### src/rtl/banked_register_file_access_macros.svh
// ---------------------------------------------------------------------------
// Assertion macros for the banked register file access block
// Concurrent property wrappers shared by the files that carry assertions.
// ---------------------------------------------------------------------------
`ifndef BANKED_REGISTER_FILE_ACCESS_MACROS_SVH
`define BANKED_REGISTER_FILE_ACCESS_MACROS_SVH

// Same-cycle implication, disabled while reset is asserted.
`define BFA_ASSERT_NOW(label, clk, rst_n, ante, cons) \
  label: assert property (@(posedge clk) disable iff (!rst_n) (ante) |-> (cons)) \
    else $error("same-cycle property failed");

// Next-cycle implication, disabled while reset is asserted.
`define BFA_ASSERT_NEXT(label, clk, rst_n, ante, cons) \
  label: assert property (@(posedge clk) disable iff (!rst_n) (ante) |=> (cons)) \
    else $error("next-cycle property failed");

`endif

### src/rtl/bfa_pkg.sv
// ---------------------------------------------------------------------------
// Banked register file access package
// Transaction types, access codes and sizing constants.
// ---------------------------------------------------------------------------
`timescale 1ns / 1ps

package bfa_pkg;

  localparam int unsigned FileSizeDefault = 64;
  localparam int unsigned BankDepth       = 64;
  localparam int unsigned NumLanes        = 4;
  localparam int unsigned SpIndex         = 60;
  localparam logic [7:0]  SpReset         = 8'h07;

  localparam logic CmdRead  = 1'b0;
  localparam logic CmdWrite = 1'b1;

  localparam logic [1:0] SizeByte   = 2'd0;
  localparam logic [1:0] SizeWord   = 2'd1;
  localparam logic [1:0] SizeDword  = 2'd2;
  localparam logic [1:0] SizeUnused = 2'd3;

  typedef struct packed {
    logic        command;
    logic [1:0]  access_size;
    logic [7:0]  reg_index;
    logic [1:0]  bank;
    logic [31:0] write_data;
  } in_item_t;

  typedef struct packed {
    logic [31:0] read_data;
    logic        index_error;
  } out_item_t;

endpackage

### src/rtl/bfa_ram.sv
// ---------------------------------------------------------------------------
// Generic RAM
// One write port and one read port with registered read data.
// ---------------------------------------------------------------------------
`timescale 1ns / 1ps

module bfa_ram #(
  parameter int unsigned Width = 8,
  parameter int unsigned Depth = 16,
  localparam int unsigned AddrW = (Depth > 1) ? $clog2(Depth) : 1
) (
  input  logic             clk_i,
  input  logic             we_i,
  input  logic [AddrW-1:0] waddr_i,
  input  logic [Width-1:0] wdata_i,
  input  logic             re_i,
  input  logic [AddrW-1:0] raddr_i,
  output logic [Width-1:0] rdata_o
);

  logic [Width-1:0] mem_q [Depth];
  logic [Width-1:0] rdata_q;

  always_ff @(posedge clk_i) begin
    if (we_i) begin
      mem_q[waddr_i] <= wdata_i;
    end
    if (re_i) begin
      rdata_q <= mem_q[raddr_i];
    end
  end

  assign rdata_o = rdata_q;

endmodule

### src/rtl/banked_register_file_access.sv
// ---------------------------------------------------------------------------
// Banked register file access
// Byte, word and dword reads and writes of a banked register file.
// ---------------------------------------------------------------------------
// Each input transaction on in_valid_i / in_stall_o carries one read or write
// of a byte, word or dword register. Exactly one result transaction follows
// on out_valid_o / out_stall_i, in order, holding the read data (zero for
// writes and errors) and the index error flag.
// A transaction is accepted at a rising edge where valid is high and stall
// is low. The result passes through the read stage and the output register
// before it is presented, and one transaction can be accepted in every
// cycle while the input is not stalled. This rate rests on the byte-lane
// RAMs, where the four bytes of any access fall into four different lanes,
// so each lane RAM sees a single read or write per access.
// Writes land at the accepting edge, so the next transaction already sees
// them. The read stage and the output register form a two-entry pipeline:
// while the receiver stalls, the block still takes a new transaction as long
// as the read stage is empty, and stalls its input only once both are full.
// Reset clears the pipeline and the per-byte valid flags at once; a byte that
// has not been written since reset reads as its reset value (zero, or 0x07
// for the stack pointer low byte). There is no clearing sweep.
// ---------------------------------------------------------------------------
`timescale 1ns / 1ps
`include "banked_register_file_access_macros.svh"

module banked_register_file_access
  import bfa_pkg::*;
#(
  parameter int unsigned FileSize = FileSizeDefault
) (
  input  logic      clk_i,
  input  logic      rst_ni,
  input  logic      in_valid_i,
  output logic      in_stall_o,
  input  in_item_t  in_data_i,
  output logic      out_valid_o,
  input  logic      out_stall_i,
  output out_item_t out_data_o
);

  // The file is split into four byte lanes; lane L holds bytes with address
  // bits [1:0] equal to L.
  localparam int unsigned FileRows = (FileSize + NumLanes - 1) / NumLanes;
  localparam int unsigned FileRowW = $clog2(FileRows);
  localparam int unsigned BankRows = BankDepth / NumLanes;
  localparam int unsigned BankRowW = $clog2(BankRows);
  localparam int unsigned FileVldN = FileRows * NumLanes;

  // Decode of the incoming transaction.
  logic        accept;
  logic        idx_err;
  logic        banked;
  logic        sp_acc;
  logic        is_wr;
  logic [3:0]  off_ok;
  logic [7:0]  off_wbyte [NumLanes];

  // Per-lane addressing.
  logic [1:0]          lane_off   [NumLanes];
  logic [5:0]          lane_baddr [NumLanes];
  logic [8:0]          lane_faddr [NumLanes];
  logic [BankRowW-1:0] lane_brow  [NumLanes];
  logic [FileRowW-1:0] lane_frow  [NumLanes];
  logic [7:0]          lane_wdata [NumLanes];
  logic [3:0]          lane_bwe;
  logic [3:0]          lane_fwe;
  logic [3:0]          lane_bvld;
  logic [3:0]          lane_fvld;
  logic [3:0]          lane_spb;
  logic [7:0]          bank_rdata [NumLanes];
  logic [7:0]          file_rdata [NumLanes];

  // Valid flags: a byte not written since reset reads as its reset value.
  logic [BankDepth-1:0] bank_vld_q, bank_vld_d;
  logic [FileVldN-1:0]  file_vld_q, file_vld_d;

  // Read stage.
  logic        s1_valid_q;
  logic        s1_adv;
  logic        s1_wr_q;
  logic        s1_err_q;
  logic        s1_sp_q;
  logic        s1_banked_q;
  logic [1:0]  s1_size_q;
  logic [1:0]  s1_lo_q;
  logic [3:0]  s1_ok_q;
  logic [3:0]  s1_bvld_q;
  logic [3:0]  s1_fvld_q;
  logic [3:0]  s1_spb_q;

  // Output register.
  logic        out_valid_q;
  out_item_t   out_data_q;
  out_item_t   out_data_d;

  logic [7:0]  lane_byte [NumLanes];
  logic [7:0]  off_byte  [NumLanes];

  // The read stage moves on when the output register is empty or is being
  // taken; the input stalls only when the read stage is full and blocked.
  assign s1_adv     = s1_valid_q && (!out_valid_q || !out_stall_i);
  assign in_stall_o = s1_valid_q && !s1_adv;
  assign accept     = in_valid_i && !in_stall_o;

  always_comb begin
    logic [8:0] fa;
    idx_err = ({1'b0, in_data_i.reg_index} >= 9'(FileSize));
    banked  = (in_data_i.reg_index < 8'd8);
    is_wr   = (in_data_i.command == CmdWrite);
    // The stack pointer pair is a dword at index 60, stored little-endian.
    sp_acc  = (in_data_i.access_size == SizeDword) &&
              (in_data_i.reg_index == 8'(SpIndex));
    for (int i = 0; i < NumLanes; i++) begin
      off_wbyte[i] = 8'h00;
    end
    unique case (in_data_i.access_size)
      SizeByte: begin
        off_ok         = 4'b0001;
        off_wbyte[0]   = in_data_i.write_data[7:0];
      end
      SizeWord: begin
        off_ok         = 4'b0011;
        off_wbyte[0]   = in_data_i.write_data[15:8];
        off_wbyte[1]   = in_data_i.write_data[7:0];
      end
      SizeDword: begin
        if (sp_acc) begin
          // Low 16 bits little-endian; the upper two bytes are cleared on a
          // write and not read.
          off_ok       = is_wr ? 4'b1111 : 4'b0011;
          off_wbyte[0] = in_data_i.write_data[7:0];
          off_wbyte[1] = in_data_i.write_data[15:8];
        end else begin
          off_ok       = 4'b1111;
          off_wbyte[0] = in_data_i.write_data[31:24];
          off_wbyte[1] = in_data_i.write_data[23:16];
          off_wbyte[2] = in_data_i.write_data[15:8];
          off_wbyte[3] = in_data_i.write_data[7:0];
        end
      end
      default: begin
        off_ok         = 4'b0000;
      end
    endcase
    if (idx_err) begin
      off_ok = 4'b0000;
    end
    // Bytes beyond the end of the file read zero and drop their writes.
    for (int i = 0; i < NumLanes; i++) begin
      fa = {1'b0, in_data_i.reg_index} + 9'(i);
      if (!banked && (fa >= 9'(FileSize))) begin
        off_ok[i] = 1'b0;
      end
    end
  end

  always_comb begin
    bank_vld_d = bank_vld_q;
    file_vld_d = file_vld_q;
    for (int l = 0; l < NumLanes; l++) begin
      lane_off[l]   = 2'(l) - in_data_i.reg_index[1:0];
      // A banked access runs on into the next bank and wraps within 64 bytes.
      lane_baddr[l] = {1'b0, in_data_i.bank, in_data_i.reg_index[2:0]} +
                      {4'b0000, lane_off[l]};
      lane_faddr[l] = {1'b0, in_data_i.reg_index} + {7'd0, lane_off[l]};
      lane_brow[l]  = lane_baddr[l][2 +: BankRowW];
      lane_frow[l]  = lane_faddr[l][2 +: FileRowW];
      lane_wdata[l] = off_wbyte[lane_off[l]];
      lane_bwe[l]   = accept && is_wr && banked && off_ok[lane_off[l]];
      lane_fwe[l]   = accept && is_wr && !banked && off_ok[lane_off[l]];
      lane_bvld[l]  = bank_vld_q[lane_baddr[l]];
      lane_fvld[l]  = file_vld_q[{lane_frow[l], 2'(l)}];
      lane_spb[l]   = (lane_faddr[l] == 9'(SpIndex));
      if (lane_bwe[l]) begin
        bank_vld_d[lane_baddr[l]] = 1'b1;
      end
      if (lane_fwe[l]) begin
        file_vld_d[{lane_frow[l], 2'(l)}] = 1'b1;
      end
    end
  end

  for (genvar l = 0; l < NumLanes; l++) begin : g_lane
    bfa_ram #(
      .Width(8),
      .Depth(BankRows)
    ) u_bank_ram (
      .clk_i  (clk_i),
      .we_i   (lane_bwe[l]),
      .waddr_i(lane_brow[l]),
      .wdata_i(lane_wdata[l]),
      .re_i   (accept),
      .raddr_i(lane_brow[l]),
      .rdata_o(bank_rdata[l])
    );

    bfa_ram #(
      .Width(8),
      .Depth(FileRows)
    ) u_file_ram (
      .clk_i  (clk_i),
      .we_i   (lane_fwe[l]),
      .waddr_i(lane_frow[l]),
      .wdata_i(lane_wdata[l]),
      .re_i   (accept),
      .raddr_i(lane_frow[l]),
      .rdata_o(file_rdata[l])
    );
  end

  always_ff @(posedge clk_i or negedge rst_ni) begin
    if (!rst_ni) begin
      bank_vld_q  <= '0;
      file_vld_q  <= '0;
      s1_valid_q  <= 1'b0;
      out_valid_q <= 1'b0;
    end else begin
      bank_vld_q <= bank_vld_d;
      file_vld_q <= file_vld_d;
      if (accept) begin
        s1_valid_q <= 1'b1;
      end else if (s1_adv) begin
        s1_valid_q <= 1'b0;
      end
      if (s1_adv) begin
        out_valid_q <= 1'b1;
      end else if (!out_stall_i) begin
        out_valid_q <= 1'b0;
      end
    end
  end

  // Read-stage side information is captured together with the RAM reads.
  always_ff @(posedge clk_i) begin
    if (accept) begin
      s1_wr_q     <= is_wr;
      s1_err_q    <= idx_err;
      s1_sp_q     <= sp_acc;
      s1_banked_q <= banked;
      s1_size_q   <= in_data_i.access_size;
      s1_lo_q     <= in_data_i.reg_index[1:0];
      s1_ok_q     <= off_ok;
      s1_bvld_q   <= lane_bvld;
      s1_fvld_q   <= lane_fvld;
      s1_spb_q    <= lane_spb;
    end
    if (s1_adv) begin
      out_data_q <= out_data_d;
    end
  end

  // Result assembly from the lane bytes.
  always_comb begin
    for (int l = 0; l < NumLanes; l++) begin
      if (s1_banked_q) begin
        lane_byte[l] = s1_bvld_q[l] ? bank_rdata[l] : 8'h00;
      end else if (s1_fvld_q[l]) begin
        lane_byte[l] = file_rdata[l];
      end else begin
        lane_byte[l] = s1_spb_q[l] ? SpReset : 8'h00;
      end
    end
    for (int i = 0; i < NumLanes; i++) begin
      off_byte[i] = lane_byte[2'(s1_lo_q + 2'(i))] & {8{s1_ok_q[i]}};
    end
    out_data_d.index_error = s1_err_q;
    unique case (s1_size_q)
      SizeByte:  out_data_d.read_data = {24'd0, off_byte[0]};
      SizeWord:  out_data_d.read_data = {16'd0, off_byte[0], off_byte[1]};
      SizeDword: begin
        if (s1_sp_q) begin
          out_data_d.read_data = {16'd0, off_byte[1], off_byte[0]};
        end else begin
          out_data_d.read_data = {off_byte[0], off_byte[1], off_byte[2], off_byte[3]};
        end
      end
      default:   out_data_d.read_data = 32'd0;
    endcase
    if (s1_wr_q) begin
      out_data_d.read_data = 32'd0;
    end
  end

  assign out_valid_o = out_valid_q;
  assign out_data_o  = out_data_q;

  // An accepted transaction always occupies the read stage in the next cycle.
  `BFA_ASSERT_NEXT(a_accept_fills_s1, clk_i, rst_ni, accept, s1_valid_q)
  // A result only appears after the read stage held a transaction.
  `BFA_ASSERT_NOW(a_out_from_s1, clk_i, rst_ni, $rose(out_valid_q), $past(s1_valid_q))
  // Writes and index errors return zero read data.
  `BFA_ASSERT_NEXT(a_write_reads_zero, clk_i, rst_ni, s1_adv && (s1_wr_q || s1_err_q),
                   out_data_o.read_data == 32'd0)
  // An index error is reported exactly when the transaction carried one.
  `BFA_ASSERT_NEXT(a_err_carried, clk_i, rst_ni, s1_adv,
                   out_data_o.index_error == $past(s1_err_q))

endmodule

### config.mk
export PLATFORM = sky130hd
export DESIGN_NAME = banked_register_file_access
export DESIGN_NICKNAME = d
export VERILOG_FILES = /design/src/rtl/bfa_pkg.sv /design/src/rtl/bfa_ram.sv /design/src/rtl/banked_register_file_access.sv
export VERILOG_INCLUDE_DIRS = /design/src /design/src/rtl
export SDC_FILE = /design/constraint.sdc
export NUM_CORES = 1
export LEC_CHECK = 0
export ABC_AREA = 0
export BUFFER_PORTS_ARGS = -buffer_cell sky130_fd_sc_hd__buf_2
export CAP_MARGIN = 10
export CORE_MARGIN = 2
export CORE_UTILIZATION = 45
export CTS_CLUSTER_DIAMETER = 150
export DETAILED_ROUTE_END_ITERATION = 8
export SLEW_MARGIN = 20
export SYNTH_ARGS = -nofsm -noshare
export SYNTH_HDL_FRONTEND = slang
export SYNTH_SLANG_ARGS = --single-unit
### constraint.sdc
create_clock -name clk_i -period 3.1 [get_ports clk_i]
set_input_delay 0.155 -clock clk_i [delete_from_list [all_inputs] [get_ports clk_i]]
set_output_delay 0.155 -clock clk_i [all_outputs]
set_load 0.1 [all_outputs]
==> impl_results.md <==
- Outcome: complete, no violations
- Final Max Slew Viols: 0
- Core area: 105600 µm²
- Largest area contributor in the netlist: edfxtp_1
- DR pass1 iterations: 5
- DR WL/cell: 27.57 µm
- Die Height: 330.7 µm
- Top-count cell post-synth: edfxtp_1
- Placer Congestion: 0.9219
- Hold_buf cts: 11
- Post-synth EDFFs: 1037
- # diodes: 0
- Netlist Area Pre-Place: 48010 µm²
- H-tree levels: 3
- Drt drc: 0
- Post-CTS setup buffer count: 0
- Pwr/cell area: 629.4 nW/µm²
- Yosys Warn Count: 0
- Setup TNS: 0 ps
- CTS Buffer Depth: 3
- Worst EP arrival: 3360 ps
- Post-synthesis mux area share: 0.1503
- Reg2Reg Setup Slack: 240 ps
- RSZ-0062 raised after global routing: false
- # setup viols final: 0
- Area growth from synthesis to layout: 19.70%
- CTS tree: done
- Worst skew pair latency: 710 ps
- Initial antenna violation count: 1
- IO buf count: 83
- WL final: 126.9 mm
- Fin util: 0.5444
- Initial DRC count: 3356
- Post-synth top cells: 1037 x edfxtp_1, 278 x mux4_2, 172 x nand2_1
- Vias in the first global route: 27770
- Fraction of layout cells with a size suffix above 1: 0.3131
- Slew HR: 0.2469
- Setup crit start kind: input pin
- Starting density of the core: 0.4548
- Via Count: 27110
- Nets: 3173
- Gr usage total: 0.2349
- Routed vias/inst: 5.889
- Synth Area in Simple Gates: 0.05965
- Synth area leaders: edfxtp_1 65%, mux4_2 13%, dfrtp_1 5.9%
- CP Cell Sequence: dlygate4sd3_1, buf_2, clkinv_1, ha_1, nor2b_1, a211o_1, a311o_1, mux2i_1, nand2_1, buf_4, nor3_1, buf_4
- Largest family of logic cells by synthesized area: multiplexers
- Critical-path cell with the highest stage delay: dlygate4sd3_1
- Minimum clock period: 2967 ps
- CP dominant cell by count: buf_4
- Worst-Margin Slew: 1118 ps
- Register area share after synthesis: 0.7080
- Clock sinks: 1151
- Synth top area share: 0.6485
- Compound-Gate Fraction of Synth Area: 0.05582
- Largest net degree at the start of global routing: 68
- Crit path kind: input pin to flop
- Worst setup EP type: flop
- Buf/Inv on CP: 5
- Pre-CTS setup slack: 43.28 ps
- CTS clk-pin slew, worst paths: 60 ps
- Top FF cell, synth: edfxtp_1
- Final WS setup: 133.4 ps
- PostCTS Resize Cnt: 0
- Worst Clk Skew: 30.78 ps
- Total CTS buffers: 116
- Fmax: 337.1 MHz
- CP max FO: 10
- Num ports: 84
- Synth Area per Inst: 17.94 µm²
- Fill count: 8196
- Worst min-delay path class: input pin to flop
- ANT nets after route: 0
- Yosys reg bits: 1151
- Row count: 119
- Cell leakage power: 20.52 nW
- Delay-heaviest family, CP: buffers and inverters
- Req. time, crit path: 3500 ps
- Synth Instances: 2677
- CTS Root Buffer Type: clkbuf_16
- Final hold violation count: 0
- Die width: 330.7 µm
- Post-Synth Adder-Cell Area: 0.003127
- Final Cycle Share: 0.9570
- HPWL Detailed: 87.28 mm
- Yosys cell types: 81
- Worst IR Drop VDD: 0.4503 mV
- Biggest cell delay along the critical path: 610 ps
- First-pass GRT wire length: 187.6 mm
- Ys async rst share: 0.09904
- Max Cap Viol: 0
- Grt total ovfl: 0
- Full die area: 109300 µm²
- Post-Synth XOR/XNOR Area: 0.005967
-- cells by family after synthesis --
| family | after synthesis |
|---|---|
| flops | 1151 |
| simple gates | 554 |
| mux | 370 |
| compound gates | 366 |
| buf+inv | 192 |
| xor+xnor | 31 |
| fa+ha+maj | 12 |
| other cells | 1 |
-- flip-flops by register name, indices dropped and copies added (netlist names), 4 cells and up --
register / flops
g_lane.u_file_ram.mem_q: 512
g_lane.u_bank_ram.mem_q: 406
file_vld_q: 64
bank_vld_q: 48
out_data_o: 33
g_lane.u_bank_ram.rdata_o: 32
g_lane.u_file_ram.rdata_o: 32
s1_bvld_q: 4
s1_fvld_q: 4
s1_ok_q: 4
-- where the power goes --
group | switching [mW] | total, mW | leakage, nW | internal [mW]
registers | 0.187 | 17.7 | 11.5 | 17.5
logic | 2.38 | 3.91 | 7.11 | 1.53
clock network | 5.91 | 14.6 | 1.94 | 8.67
total | 8.48 | 36.2 | 20.5 | 27.7
-- stage by stage --
stage	power [mW]	std cells	hold WS, ps	cell area (µm²)
3_5_place_dp	21.89	4373	219.9	53320
4_1_cts	36.43	4603	79.34	57440
3_3_place_gp	21.82	4373	207.7	53310
6_report	36.17	4604	117.9	57470
2_1_floorplan	20.24	2762	-140.6	48460
5_1_grt	37.30	4604	128.7	57470
-- layer usage --
layer	part of all wire	GRT usage	vias up
li1	-	-	11730
met4	0.018	0.05459	2
met2	0.47	0.3665	1044
met1	0.44	0.3470	14190
met3	0.070	0.04150	147
met5	0.00010	0	-
-- tightest hold or removal path: cells and delay by family --
kind,cells,cell delay [ps]
AND/OR/NAND/NOR,2,140
buffers and inverters,2,390
-- placed cells by master, fill, tap and decap left out, drive strengths merged, types with 20 or more instances in the layout --
cell type,n
a21oi,50
a22o,28
a22oi,33
a31oi,22
and2,20
and3,29
buf,397
clkbuf,153
clkinv,38
conb,86
dfrtp,114
edfxtp,1037
mux2,23
mux2i,69
mux4,278
nand2,173
nand3,48
nor2,76
nor2b,24
nor3,62
o21ai,58
o221ai,21
or2,52
or3,21
-- cell type report --
| class | instances | area [µm²] | share of cell area |
|---|---|---|---|
| clock buffer | 153 | 3153 | 0.05486 |
| clock inverter | 66 | 855.8 | 0.01489 |
| sequential | 1151 | 33990 | 0.5915 |
| tap | 1391 | 1740 | 0.03028 |
| multi-input combinational | 1419 | 13960 | 0.2429 |
| timing repair buffer | 408 | 3711 | 0.06457 |
| inverter | 16 | 60.06 | 0.001045 |
-- worst paths after layout --
kind                                      startpoint  cells after the start                                          to
min reg2reg                file_vld_q[3]$_DFFE_PN0P_                      0                   file_vld_q[3]$_DFFE_PN0P_
max reg2reg                  out_valid_o$_DFFE_PN0P_                      6  g_lane[2].u_file_ram.mem_q[0][4]$_DFFE_PP_
max                                    in_data_i[34]                     12  g_lane[3].u_file_ram.mem_q[7][5]$_DFFE_PP_
min in group asynchronous                     rst_ni                      3                      s1_valid_q$_DFFE_PN0P_
min                                    in_data_i[33]                      4                      s1_bvld_q[3]$_DFFE_PP_
max in group asynchronous                     rst_ni                      4                  file_vld_q[57]$_DFFE_PN0P_
Note: power is estimated with default switching activity, not from simulation.
